$ cat src/rtl/core/spf_pkg.sv
// Shared types and constants for the sample packet framer.
// Used by the controller, the datapath and the top level; no dependencies.
`default_nettype none

package spf_pkg;

  localparam int DATA_W   = 16;
  localparam int SAMPLE_W = 12;
  localparam int DROP_W   = 32;
  localparam int SEQ_W    = 16;
  localparam int CFG_IDX_W = 8;

  localparam logic [CFG_IDX_W-1:0] CFG_HEADER_WORD = 8'd0;
  localparam logic [CFG_IDX_W-1:0] CFG_END_WORD    = 8'd1;

  localparam logic [DATA_W-1:0] HEADER_RESET = 16'hAA55;
  localparam logic [DATA_W-1:0] END_RESET    = 16'h55AA;

  localparam logic REQ_SAMPLE = 1'b0;
  localparam logic REQ_SEND   = 1'b1;

  typedef enum logic [4:0] {
    ST_IDLE       = 5'b00001,
    ST_BUILD      = 5'b00010,
    ST_SEND_RD    = 5'b00100,
    ST_SEND_OUT   = 5'b01000,
    ST_SEND_EMPTY = 5'b10000
  } state_t;

  typedef struct packed {
    logic sample_wr;
    logic drop_inc;
    logic build_start;
    logic build_wr;
    logic build_done;
    logic send_start;
    logic send_rd;
    logic load_word;
    logic load_empty;
  } cmd_t;

  typedef struct packed {
    logic group_done;
    logic word_last;
    logic out_free;
  } status_t;

endpackage

`default_nettype wire

$ cat src/rtl/core/spf_ram.sv
// Generic single-port-write, single-port-read RAM with registered read data.
// No dependencies.
`default_nettype none

module spf_ram #(
  parameter int WIDTH = 16,
  parameter int DEPTH = 36
) (
  input  wire logic                     clk,
  input  wire logic                     wr_en,
  input  wire logic [$clog2(DEPTH)-1:0] wr_addr,
  input  wire logic [WIDTH-1:0]         wr_data,
  input  wire logic                     rd_en,
  input  wire logic [$clog2(DEPTH)-1:0] rd_addr,
  output logic      [WIDTH-1:0]         rd_data
);

  logic [WIDTH-1:0] mem [DEPTH];

  always_ff @(posedge clk) begin
    if (wr_en) begin
      mem[wr_addr] <= wr_data;
    end
    if (rd_en) begin
      rd_data <= mem[rd_addr];
    end
  end

endmodule

`default_nettype wire

$ cat src/rtl/core/spf_ctrl.sv
// Controller state machine of the sample packet framer.
// Depends on spf_pkg; drives the datapath by cmd_t and reads status_t.
`default_nettype none

module spf_ctrl
  import spf_pkg::*;
(
  input  wire logic    clk,
  input  wire logic    rst,
  input  wire logic    in_valid,
  input  wire logic    in_req,
  output logic         in_ready,
  input  wire status_t st,
  output cmd_t         cmd
);

  state_t state, state_next;
  logic   ready_flag, ready_flag_next;

  always_comb begin
    cmd             = '0;
    state_next      = state;
    ready_flag_next = ready_flag;
    in_ready        = 1'b0;
    unique case (state)
      ST_IDLE: begin
        in_ready = !rst;
        if (in_valid && !rst) begin
          if (in_req == REQ_SAMPLE) begin
            cmd.sample_wr = 1'b1;
            if (st.group_done) begin
              if (ready_flag) begin
                cmd.drop_inc = 1'b1;
              end else begin
                cmd.build_start = 1'b1;
                state_next      = ST_BUILD;
              end
            end
          end else if (ready_flag) begin
            cmd.send_start = 1'b1;
            state_next     = ST_SEND_RD;
          end else begin
            state_next = ST_SEND_EMPTY;
          end
        end
      end
      ST_BUILD: begin
        cmd.build_wr = 1'b1;
        if (st.word_last) begin
          cmd.build_done  = 1'b1;
          ready_flag_next = 1'b1;
          state_next      = ST_IDLE;
        end
      end
      ST_SEND_RD: begin
        cmd.send_rd = 1'b1;
        state_next  = ST_SEND_OUT;
      end
      ST_SEND_OUT: begin
        if (st.out_free) begin
          cmd.load_word = 1'b1;
          if (st.word_last) begin
            ready_flag_next = 1'b0;
            state_next      = ST_IDLE;
          end else begin
            state_next = ST_SEND_RD;
          end
        end
      end
      ST_SEND_EMPTY: begin
        if (st.out_free) begin
          cmd.load_empty = 1'b1;
          state_next     = ST_IDLE;
        end
      end
      default: begin
        state_next = ST_IDLE;
      end
    endcase
  end

  always_ff @(posedge clk) begin
    if (rst) begin
      state      <= ST_IDLE;
      ready_flag <= 1'b0;
    end else begin
      state      <= state_next;
      ready_flag <= ready_flag_next;
    end
  end

  a_build_sets_ready: assert property (@(posedge clk) disable iff (rst)
    cmd.build_done |=> ready_flag)
    else $error("Packet build finished without marking a packet as waiting.");

  a_empty_only_when_idle: assert property (@(posedge clk) disable iff (rst)
    (state == ST_SEND_EMPTY) |-> !ready_flag)
    else $error("Empty reply issued while a packet was waiting.");

  a_no_drop_while_free: assert property (@(posedge clk) disable iff (rst)
    cmd.drop_inc |-> ready_flag && !cmd.build_start)
    else $error("Group dropped although no packet was waiting.");

  a_send_clears_ready: assert property (@(posedge clk) disable iff (rst)
    (cmd.load_word && st.word_last) |=> !ready_flag && (state == ST_IDLE))
    else $error("Final packet word sent but packet still marked waiting.");

endmodule

`default_nettype wire

$ cat src/rtl/core/spf_dp.sv
// Datapath of the sample packet framer: config registers, staging samples,
// packet RAM, checksum, counters and the output register.
// Depends on spf_pkg and spf_ram; commanded by spf_ctrl.
`default_nettype none

module spf_dp
  import spf_pkg::*;
#(
  parameter int SAMPLES_PER_PACKET = 14,
  parameter int PACKET_LENGTH      = 18
) (
  input  wire logic                  clk,
  input  wire logic                  rst,
  input  wire logic                  cfg_valid,
  input  wire logic [CFG_IDX_W-1:0]  cfg_index,
  input  wire logic [DATA_W-1:0]     cfg_data,
  input  wire logic [SAMPLE_W-1:0]   in_sample,
  input  wire cmd_t                  cmd,
  output status_t                    st,
  output logic                       out_valid,
  input  wire logic                  out_ready,
  output logic [DATA_W-1:0]          out_word,
  output logic                       out_word_valid,
  output logic                       out_last,
  output logic [DROP_W-1:0]          out_drop_count
);

  localparam int CNTW  = $clog2(SAMPLES_PER_PACKET + 1);
  localparam int SIW   = (SAMPLES_PER_PACKET > 1) ? $clog2(SAMPLES_PER_PACKET) : 1;
  localparam int WW    = $clog2(PACKET_LENGTH);
  localparam int XW    = (WW > CNTW) ? WW : CNTW;
  localparam int DEPTH = 2 * PACKET_LENGTH;
  localparam int AW    = $clog2(DEPTH);

  logic [DATA_W-1:0]   header_word, end_word;
  logic [DATA_W-1:0]   hdr_snap, end_snap;
  logic [SAMPLE_W-1:0] staging [SAMPLES_PER_PACKET];
  logic [CNTW-1:0]     cnt;
  logic [WW-1:0]       widx;
  logic                fill_slot, ready_slot;
  logic [SEQ_W-1:0]    seq;
  logic [DROP_W-1:0]   drop;
  logic [DATA_W-1:0]   sum;

  logic [XW-1:0]       pidx;
  logic                is_payload;
  logic [DATA_W-1:0]   payload;
  logic [DATA_W-1:0]   build_word;
  logic [AW-1:0]       wr_addr, rd_addr;
  logic [DATA_W-1:0]   rd_data;

  assign st.group_done = (cnt >= CNTW'(SAMPLES_PER_PACKET - 1));
  assign st.word_last  = (widx == WW'(PACKET_LENGTH - 1));
  assign st.out_free   = !out_valid || out_ready;

  assign pidx       = XW'(widx) - XW'(2);
  assign is_payload = (widx >= WW'(2)) && (widx <= WW'(PACKET_LENGTH - 3));

  always_comb begin
    payload = '0;
    if (is_payload && (pidx < XW'(SAMPLES_PER_PACKET))) begin
      payload = DATA_W'(staging[pidx[SIW-1:0]]);
    end
  end

  always_comb begin
    priority if (widx == WW'(0)) begin
      build_word = hdr_snap;
    end else if (widx == WW'(1)) begin
      build_word = seq;
    end else if (widx == WW'(PACKET_LENGTH - 2)) begin
      build_word = sum;
    end else if (widx == WW'(PACKET_LENGTH - 1)) begin
      build_word = end_snap;
    end else begin
      build_word = payload;
    end
  end

  assign wr_addr = fill_slot ? (AW'(PACKET_LENGTH) + AW'(widx)) : AW'(widx);
  assign rd_addr = ready_slot ? (AW'(PACKET_LENGTH) + AW'(widx)) : AW'(widx);

  spf_ram #(
    .WIDTH (DATA_W),
    .DEPTH (DEPTH)
  ) u_ram (
    .clk     (clk),
    .wr_en   (cmd.build_wr),
    .wr_addr (wr_addr),
    .wr_data (build_word),
    .rd_en   (cmd.send_rd),
    .rd_addr (rd_addr),
    .rd_data (rd_data)
  );

  always_ff @(posedge clk) begin
    if (rst) begin
      header_word <= HEADER_RESET;
      end_word    <= END_RESET;
    end else if (cfg_valid) begin
      if (cfg_index == CFG_HEADER_WORD) begin
        header_word <= cfg_data;
      end else if (cfg_index == CFG_END_WORD) begin
        end_word <= cfg_data;
      end
    end
  end

  always_ff @(posedge clk) begin
    if (cmd.sample_wr && (cnt < CNTW'(SAMPLES_PER_PACKET))) begin
      staging[cnt[SIW-1:0]] <= in_sample;
    end
    if (cmd.build_start) begin
      hdr_snap <= header_word;
      end_snap <= end_word;
      sum      <= header_word ^ seq;
    end else if (cmd.build_wr && is_payload) begin
      sum <= sum ^ payload;
    end
    if (cmd.load_word) begin
      out_word       <= rd_data;
      out_word_valid <= 1'b1;
      out_last       <= st.word_last;
      out_drop_count <= drop;
    end else if (cmd.load_empty) begin
      out_word       <= '0;
      out_word_valid <= 1'b0;
      out_last       <= 1'b1;
      out_drop_count <= drop;
    end
  end

  always_ff @(posedge clk) begin
    if (rst) begin
      cnt        <= '0;
      widx       <= '0;
      fill_slot  <= 1'b0;
      ready_slot <= 1'b0;
      seq        <= '0;
      drop       <= '0;
      out_valid  <= 1'b0;
    end else begin
      if (cmd.sample_wr) begin
        cnt <= st.group_done ? '0 : cnt + CNTW'(1);
      end
      if (cmd.drop_inc) begin
        drop <= drop + DROP_W'(1);
      end
      if (cmd.build_start || cmd.send_start) begin
        widx <= '0;
      end else if (cmd.build_wr || cmd.load_word) begin
        widx <= st.word_last ? '0 : widx + WW'(1);
      end
      if (cmd.build_done) begin
        ready_slot <= fill_slot;
        fill_slot  <= !fill_slot;
        seq        <= seq + SEQ_W'(1);
      end
      if (cmd.load_word || cmd.load_empty) begin
        out_valid <= 1'b1;
      end else if (out_ready) begin
        out_valid <= 1'b0;
      end
    end
  end

  a_word_index_range: assert property (@(posedge clk) disable iff (rst)
    widx <= WW'(PACKET_LENGTH - 1))
    else $error("Packet word index ran past the packet length.");

  a_sample_count_range: assert property (@(posedge clk) disable iff (rst)
    cnt < CNTW'(SAMPLES_PER_PACKET))
    else $error("Sample counter ran past the group size.");

  a_load_only_when_free: assert property (@(posedge clk) disable iff (rst)
    (cmd.load_word || cmd.load_empty) |-> st.out_free)
    else $error("Output register overwritten while a result was still pending.");

  a_build_flips_slot: assert property (@(posedge clk) disable iff (rst)
    cmd.build_done |=> (ready_slot != fill_slot))
    else $error("Waiting packet and fill half point at the same buffer half.");

endmodule

`default_nettype wire

$ cat src/rtl/core/sample_packet_framer_core.sv
// Sample packet framer, top level: stream ports, config port and the
// controller and datapath instances. Depends on spf_pkg, spf_ctrl and spf_dp.
//
// Each request with tuser 0 carries one 12-bit sample and is taken while the
// controller is idle. When a sample completes a group and no packet is waiting,
// the block writes the packet into its packet RAM, one word per cycle through
// the single write port; if a packet is waiting, the group is dropped and the
// drop count rises. A request with tuser 1 sends the waiting packet as
// PACKET_LENGTH results, each word first read from the packet RAM, whose read is
// registered, and then loaded into the output register, or one result with
// tuser 0 and tlast 1 when nothing waits. The output register lets the block
// take new samples while the final result is still held back by m_tready.
// The stores need no clearing pass after reset.
`default_nettype none

module sample_packet_framer_core
  import spf_pkg::*;
#(
  parameter int SAMPLES_PER_PACKET = 14,
  parameter int PACKET_LENGTH      = 18
) (
  input  wire logic                 clk,
  input  wire logic                 rst,
  input  wire logic                 s_tvalid,
  output logic                      s_tready,
  input  wire logic [15:0]          s_tdata,   // [11:0] sample, [15:12] zero
  input  wire logic                 s_tuser,   // [0] req_type
  output logic                      m_tvalid,
  input  wire logic                 m_tready,
  output logic [47:0]               m_tdata,   // [15:0] word, [47:16] drop_count
  output logic                      m_tuser,   // [0] word_valid
  output logic                      m_tlast,
  input  wire logic                 cfg_valid,
  output logic                      cfg_ready,
  input  wire logic [CFG_IDX_W-1:0] cfg_index,
  input  wire logic [DATA_W-1:0]    cfg_data
);

  cmd_t                cmd;
  status_t             st;
  logic [DATA_W-1:0]   out_word;
  logic [DROP_W-1:0]   out_drop_count;

  assign cfg_ready = !rst;
  assign m_tdata   = {out_drop_count, out_word};

  spf_ctrl u_ctrl (
    .clk      (clk),
    .rst      (rst),
    .in_valid (s_tvalid),
    .in_req   (s_tuser),
    .in_ready (s_tready),
    .st       (st),
    .cmd      (cmd)
  );

  spf_dp #(
    .SAMPLES_PER_PACKET (SAMPLES_PER_PACKET),
    .PACKET_LENGTH      (PACKET_LENGTH)
  ) u_dp (
    .clk            (clk),
    .rst            (rst),
    .cfg_valid      (cfg_valid),
    .cfg_index      (cfg_index),
    .cfg_data       (cfg_data),
    .in_sample      (s_tdata[SAMPLE_W-1:0]),
    .cmd            (cmd),
    .st             (st),
    .out_valid      (m_tvalid),
    .out_ready      (m_tready),
    .out_word       (out_word),
    .out_word_valid (m_tuser),
    .out_last       (m_tlast),
    .out_drop_count (out_drop_count)
  );

endmodule

`default_nettype wire

$ cat config.mk
export PLATFORM = sky130hd
export DESIGN_NAME = sample_packet_framer_core
export DESIGN_NICKNAME = d
export VERILOG_FILES = /design/src/rtl/core/spf_pkg.sv /design/src/rtl/core/spf_ram.sv /design/src/rtl/core/spf_ctrl.sv /design/src/rtl/core/spf_dp.sv /design/src/rtl/core/sample_packet_framer_core.sv
export SDC_FILE = /design/constraint.sdc
export NUM_CORES = 1
export LEC_CHECK = 0
export BUFFER_PORTS_ARGS = -buffer_cell sky130_fd_sc_hd__buf_2
export CORE_MARGIN = 8
export CORE_UTILIZATION = 40
export CTS_BUF_LIST = sky130_fd_sc_hd__clkbuf_2
export DETAILED_ROUTE_END_ITERATION = 7
export GPL_TIMING_DRIVEN = 0
export REMOVE_ABC_BUFFERS = 1
export SYNTH_ARGS = -nofsm -noshare
export SYNTH_HDL_FRONTEND = slang
export SYNTH_SLANG_ARGS = --single-unit
$ cat constraint.sdc
create_clock -name clk -period 8.8 [get_ports clk]
set_input_delay 0.88 -clock clk [delete_from_list [all_inputs] [get_ports clk]]
set_output_delay 0.88 -clock clk [all_outputs]
set_load 0.005 [all_outputs]
# [Word level (Yosys, flattened, before mapping)]
# Memory sizes are Yosys's and may differ from the RTL's. A register that Yosys moved wholly into a read port is not among the register bits.
# Cells that the tools add are included.
[classes] add_sub_neg=6 muxes=53 bitwise=3 n_mul=0 n_lt_le_gt_ge=5 n_reduce_logical=23 n_div=0 shift=0 n_eq_ne=16
[ops] operator="$mux W16" count=8
[ops] operator="$mux W32" count=2
[ops] operator="$mux W5" count=9
[ops] operator="$add A32 B1 Y32 const B" count=1
[ops] operator="$pmux W5 S5" count=1
[ops] operator="$mux W1" count=22
[ops] operator="$add A16 B1 Y16 const B" count=1
[ops] operator="$xor A16 B12 Y16" count=1
[ops] operator="$xor A16 B16 Y16" count=1
[ops] operator="$eq A5 B5 Y1 const B" count=3
[ops] operator="$mux W12" count=1
[ops] operator="$mux W3" count=4
[ops] operator="$mux W6" count=2
[ops] operator="$eq A5 B1 Y1 const B" count=2
[ops] operator="$eq A8 B1 Y1 const B" count=1
[ops] operator="$logic_not A8 Y1" count=1
[ops] operator="$reduce_bool A2 Y1" count=4
[ops] operator="$add A5 B5 Y6 const A" count=1
[ops] operator="$ne A2 B1 Y1 const B" count=3
[ops] operator="$reduce_and A6 Y1" count=1
[ops] operator="$add A5 B1 Y5 const B" count=1
[ops] operator="$eq A5 B2 Y1 const B" count=1
[ops] operator="$eq A5 B3 Y1 const B" count=1
[ops] operator="$eq A5 B4 Y1 const B" count=1
[ops] operator="22 further kinds" count=33
[totals] in_bits=46 ramBits=744 mem_bits_ro=0 n_memories=2 wordCells=126 latchBits=0 register_bits=196
[memory_table] memory="u_dp.u_ram.mem" words=36 width=16 read_ports=1 rd_clocked_by_memory_dff=1 write_ports=1 line="spf_ram.sv:18" rtl="logic [WIDTH-1:0] mem [DEPTH];"
[memory_table] memory="u_dp.staging" words=14 width=12 read_ports=1 rd_clocked_by_memory_dff=0 write_ports=1 line="spf_dp.sv:37" rtl="logic [SAMPLE_W-1:0] staging [SAMPLES_PER_PACKET];"

# [Longest topological paths before layout]
[depth] word_depth=8 ltp_mapped=14 mapped_depth_nobuf=8

# [Hierarchy]
# From an unflattened synthesis, not the netlist that was laid out.
[unflattened] hier_cells=2321 hier_area_um2=38539.5
[modules_own_cells] mod="spf_ram" seq_area_each_um2=17777.0 cells_per_inst=1201 instances=1 area_per_inst_um2=23271.1
[modules_own_cells] mod="spf_dp" seq_area_each_um2=9819.4 cells_per_inst=1066 instances=1 area_per_inst_um2=14801.7
[modules_own_cells] mod="spf_ctrl" seq_area_each_um2=120.1 cells_per_inst=53 instances=1 area_per_inst_um2=462.9
[modules_own_cells] mod="sample_packet_framer_core" seq_area_each_um2=0.0 cells_per_inst=1 instances=1 area_per_inst_um2=3.8

# [Least setup slack after synthesis]
# Ideal clock, no wire load.
[synth_path] path_kind="flip-flop to flip-flop" startpoint="register u_dp.widx[1]" endpoint="memory u_dp.u_ram.mem[0][11], data pin" path_stages_with_launch=13 required_time_ps=8315 arrival_time_ps=4398 slack_ps=3917 n_path_buf=4 cell_sequence="dfxtp_1 -> buf_4 -> buf_1 -> inv_1 -> clkbuf_1 -> ha_1 -> xnor2_2 -> clkbuf_1 -> nand2b_1 -> o211a_1 -> and2_1 -> a221oi_1 -> o21ai_0"
[synth_via] elab_chain_len=8 word_cells_on_any_way=16 classes_between="add/sub (1); order compare (3); eq/ne (3); mux (5); reduce/logical (3); memory (1)"
[synth_lines] item="start, declared" line="spf_dp.sv:39" rtl="logic [WW-1:0] widx;"
[synth_lines] item="start signal, assigned" line="spf_dp.sv:152" rtl="widx <= st.word_last ? '0 : widx + WW'(1);"
[synth_lines] item="$sub A5 B2 Y5 (tied with other cells)" line="spf_dp.sv:56" rtl="assign pidx = XW'(widx) - XW'(2);"
[synth_lines] item="$lt A5 B4 Y1 or $logic_and A1 B1 Y1 (tied branches)" line="spf_dp.sv:61, spf_dp.sv:57"
[synth_lines] item="$logic_and A1 B1 Y1" line="spf_dp.sv:61" rtl="if (is_payload && (pidx < XW'(SAMPLES_PER_PACKET))) begin"
[synth_lines] item="$mux W12" line="spf_dp.sv:61"
[synth_lines] item="$mux W16" line="spf_dp.sv:73" rtl="end else if (widx == WW'(PACKET_LENGTH - 1)) begin"
[synth_lines] item="$mux W16" line="spf_dp.sv:71" rtl="end else if (widx == WW'(PACKET_LENGTH - 2)) begin"
[synth_lines] item="$mux W16" line="spf_dp.sv:69" rtl="end else if (widx == WW'(1)) begin"
[synth_lines] item="$mux W16 *" line="spf_dp.sv:67" rtl="priority if (widx == WW'(0)) begin"
[synth_lines] item="net u_dp.build_word[11]" line="spf_dp.sv:48" rtl="logic [DATA_W-1:0] build_word;"
[synth_lines] item="end, declared" line="spf_ram.sv:18"
# The timed path passes the listed nets; every way through them passes the cells marked *.

# [Worst setup path in the final report]
[layout_path] startpoint="register u_dp.widx[1]" endpoint="register u_dp.u_ram.rd_data[7] (read register of u_dp.u_ram.mem), data pin"
[layout_via] elab_chain_len=2
[layout_lines] item="$add A5 B5 Y6" line="spf_dp.sv:81" rtl="assign rd_addr = ready_slot ? (AW'(PACKET_LENGTH) + AW'(widx)) : AW'(widx);"
[layout_lines] item="$mux W6 *" line="spf_dp.sv:81"
[layout_lines] item="end, declared" line="spf_ram.sv:15" rtl="output logic [WIDTH-1:0] rd_data"
# Every way passes the cells marked *; elsewhere a longest branch is shown, timed or not.
# A chain may end at the register's enable or synchronous reset.

==> impl_metrics.toml <==
[finish]
n_fill_cell = 8273
fin_cells = 4007
drive_gt1_frac = 0.297
fin_util = 0.462
nets = 2613
multiInputGateArea_um2 = 10000
area_growth_pct = 14.7
seqCellArea_um2 = 27700

[detailed_routing]
routed-wl-met3_mm = 6.04
vias_per_cell = 5.37
highest_layer = "met4"
drtIter0Drc = 1559
drtPass1Iterations = 7
wl_met1_mm = 38.0
wl_mm = 92.7
wl_met2_mm = 46.5
drc = 0
vias = 21500
routedWlPerCell_um = 23.1
postRouteAntennaNets = 0

[die]
dieArea_um2 = 106000
fp.dieH_um = 325
fp-row-count = 113
io_pins = 99
dieWidth_um = 325
core_um2 = 94700
initial_core_util = 0.403

[grt]
grt_pass1_wl_mm = 139
overflow = 0
grt_usage = 0.173
antenna_found_initial = 2
grt_max_degree = 81
grt_pass1_vias = 22400

[setup_path]
crit_path_end_kind = "register"
required_ns = 10.08
max_stage_delay_ns = 1.22
cp_max_fo = 61
r2r_setup_slack_ns = 3.52
crit_type = "register to register"
worst_ep_arrival_time_ns = 6.56
slowest_stage = "ha_1"
crit_path_start_kind = "register"
crit_path_cell_trace = "inv_1 > ha_1 > mux2_8 > buf_16 > mux4_2 > a22oi_1 > nand3_1 > a221o_1"

[yosys]
syn_area_per_cell_um2 = 17.1
synthXorXnorAreaFrac = 0.0186
yosysMostFrequentCell = "edfxtp_1"
synthSimpleGateAreaFrac = 0.0716
synth-seq-cells = 956
synth_area_leaders = "edfxtp_1 67%, mux4_2 9.0%, dfxtp_1 5.2%, nand2_1 1.8%, nor2_1 1.5%"
synth_fa_ha_area_frac = 0.00492
synth-seq-area-share = 0.726
synth_edf_count = 857
netlist_top_cells_count = "857 x edfxtp_1, 179 x nand2_1, 153 x mux4_2"
ys_types = 69
synth-compound-area-share = 0.0361
synth.largest_area_cell = "edfxtp_1"
synth_top_area_share = 0.674
synthFlopType = "edfxtp_1"
synthMuxAreaShare = 0.123
yosysWarningCount = 0
synth_cells = 2228
synth.cell_area_um2 = 38200
synthArstFlopShare = 0
synth_top_family_by_area = "multiplexers"

[power]
netSwitchingPower_w = 0.00200
irDropWorstVdd_mv = 0.129
p_comb_frac = 0.038
power_per_cell_area_nw_per_um2 = 186
intPower_w = 0.00617
seqPwrFrac = 0.609
clkPwrFrac = 0.354
swShare = 0.245
leakagePower_nw = 14.8

[placed_design]
dpl.hpwl_mm = 59.3
numPortBuffers = 94
place.gp.congestion = 0.815
dp_slack_ns = 3.47
dp_cells = 3544

[sta]
final_max_slew_viol_count = 0
hold_ws_ns = 0.235
setup_slack_ns = 3.52
rsz0062_at_grt = "false"
fin_skew_ns = 0.203
fmax_mhz = 190
post-route-min-period_ns = 5.28
worst_pin_slew_ns = 1.34
hold_viol_final = 0
slew_headroom = 0.110
final.period_utilization = 0.600
finalSetupViolations = 0
fin_setup_tns_ns = 0

[clocking]
clk_latency_ns = 1.59
clkTransAtPathRegs_ns = 0.11
cts.htree.levels = 4
clockBufferDepth = 3
cts_buffers = 228
cts_tree = "done"
clock_sinks = 956
root_buffer = "clkbuf_2"
cts_setup_buffers = 0

[status]
outcome = "finished, final reports clean"

[flow_run]
cap_violations = 0

[hold_path]
hp-class = "input port to register"
## final timing paths
path | to | startpoint | cells past startpoint
worst max register to register | u_dp.u_ram.rd_data[7]$_DFFE_PN_ | u_dp.widx[1]$_SDFFE_PP0P_ | 8
worst min-delay path | u_dp.end_word[8]$_SDFFE_PP1P_ | cfg_data[8] | 4
worst min register to register | u_dp.end_snap[13]$_DFFE_PN_ | u_dp.end_word[13]$_SDFFE_PP0P_ | 0
worst max-delay path | u_dp.u_ram.rd_data[7]$_DFFE_PN_ | u_dp.widx[1]$_SDFFE_PP0P_ | 8
## final cells by class
cell class,count,area share
clock buffer,348,0.0398
multi-input combinational,1135,0.229
clock inverter,68,0.00897
antenna,4,0.000229
sequential,956,0.633
inverter,22,0.00189
tap,1265,0.0361
timing repair buffer,209,0.0509
## timing repair
| action | 4_1_cts | 5_1_grt |
|---|---|---|
| hold buffers | 43 | 0 |
| endpoints found under the hold margin | 286 | 0 |
| gates resized for setup | 0 | 0 |
## critical path: cells and delay by family, from the launching register on
kind	cells	cell delay, ns
AND/OR/NAND/NOR	1	0.21
AO/OA/AOI/OAI	2	0.77
multiplexers	2	1.06
adder cells (fa/ha/maj)	1	1.22
flip-flops	1	0.78
buffers and inverters	2	0.90
## cell families after synthesis
family                     after synthesis
adders and majority gates               15
and+or+nand+nor                        572
buffers and inverters                  137
AOI/OAI and AO/OA                      212
xor gates and xnor gates                77
DFF                                    956
muxes                                  259
## flip-flops by register name (all words and copies together) (netlist names), 4 cells and up
| name | count |
|---|---|
| u_dp.u_ram.mem | 576 |
| u_dp.staging | 168 |
| u_dp.drop | 32 |
| u_dp.out_drop_count | 32 |
| u_dp.end_snap | 16 |
| u_dp.end_word | 16 |
| u_dp.hdr_snap | 16 |
| u_dp.header_word | 16 |
| u_dp.out_word | 16 |
| u_dp.seq | 16 |
| u_dp.sum | 16 |
| u_dp.u_ram.rd_data | 16 |
| u_ctrl.state | 5 |
| u_dp.widx | 5 |
| u_dp.cnt | 4 |
## power groups by stage
stage,clock [W],combinational [W],sequential [W]
floorplan,0,0.000148,0.00507
global placement,0,0.000259,0.00509
detailed placement,0,0.000295,0.00507
CTS,0.00299,0.000310,0.00497
global route,0.00321,0.000331,0.00497
finish,0.00289,0.000308,0.00497
## layer usage
metal | vias up | GRT usage
met5 | - | 0
met4 | 0 | 0.0612
met3 | 148 | 0.0397
met2 | 795 | 0.294
met1 | 11000 | 0.217
li1 | 9569 | -
## per-stage QoR
stage / total power (W) / cell area, um2
2_1_floorplan: 0.00522 / 37500
3_5_place_dp: 0.00537 / 41200
6_report: 0.00816 / 43800
5_1_grt: 0.00852 / 43800
3_3_place_gp: 0.00535 / 39600
4_1_cts: 0.00827 / 43800
## cells in the final DEF, fill, tap and decap left out, types with 10 or more instances in the layout
master,Yosys,final
a22oi_1,15,15
nand3_1,71,71
dfxtp_1,99,97
xor2_1,53,53
edfxtp_1,857,857
buf_2,32,93
nor4_1,25,23
nor2_1,149,108
or3_1,12,12
clkbuf_2,0,348
mux4_2,153,153
a221oi_1,12,12
buf_16,0,20
o21ai_0,59,57
o22ai_1,20,20
dlygate4sd3_1,0,43
nor2_2,0,39
ha_1,15,15
nand4_1,18,18
clkinv_1,2,54
inv_1,20,20
and2_1,33,33
a21oi_1,48,48
mux2i_1,50,49
mux2_2,46,46
xnor2_1,21,21
buf_8,2,36
o21ai_4,0,10
and3_1,25,25
nor3_1,16,13
nand2_1,179,179
No activity file was read; power rests on OpenSTA's default activity.
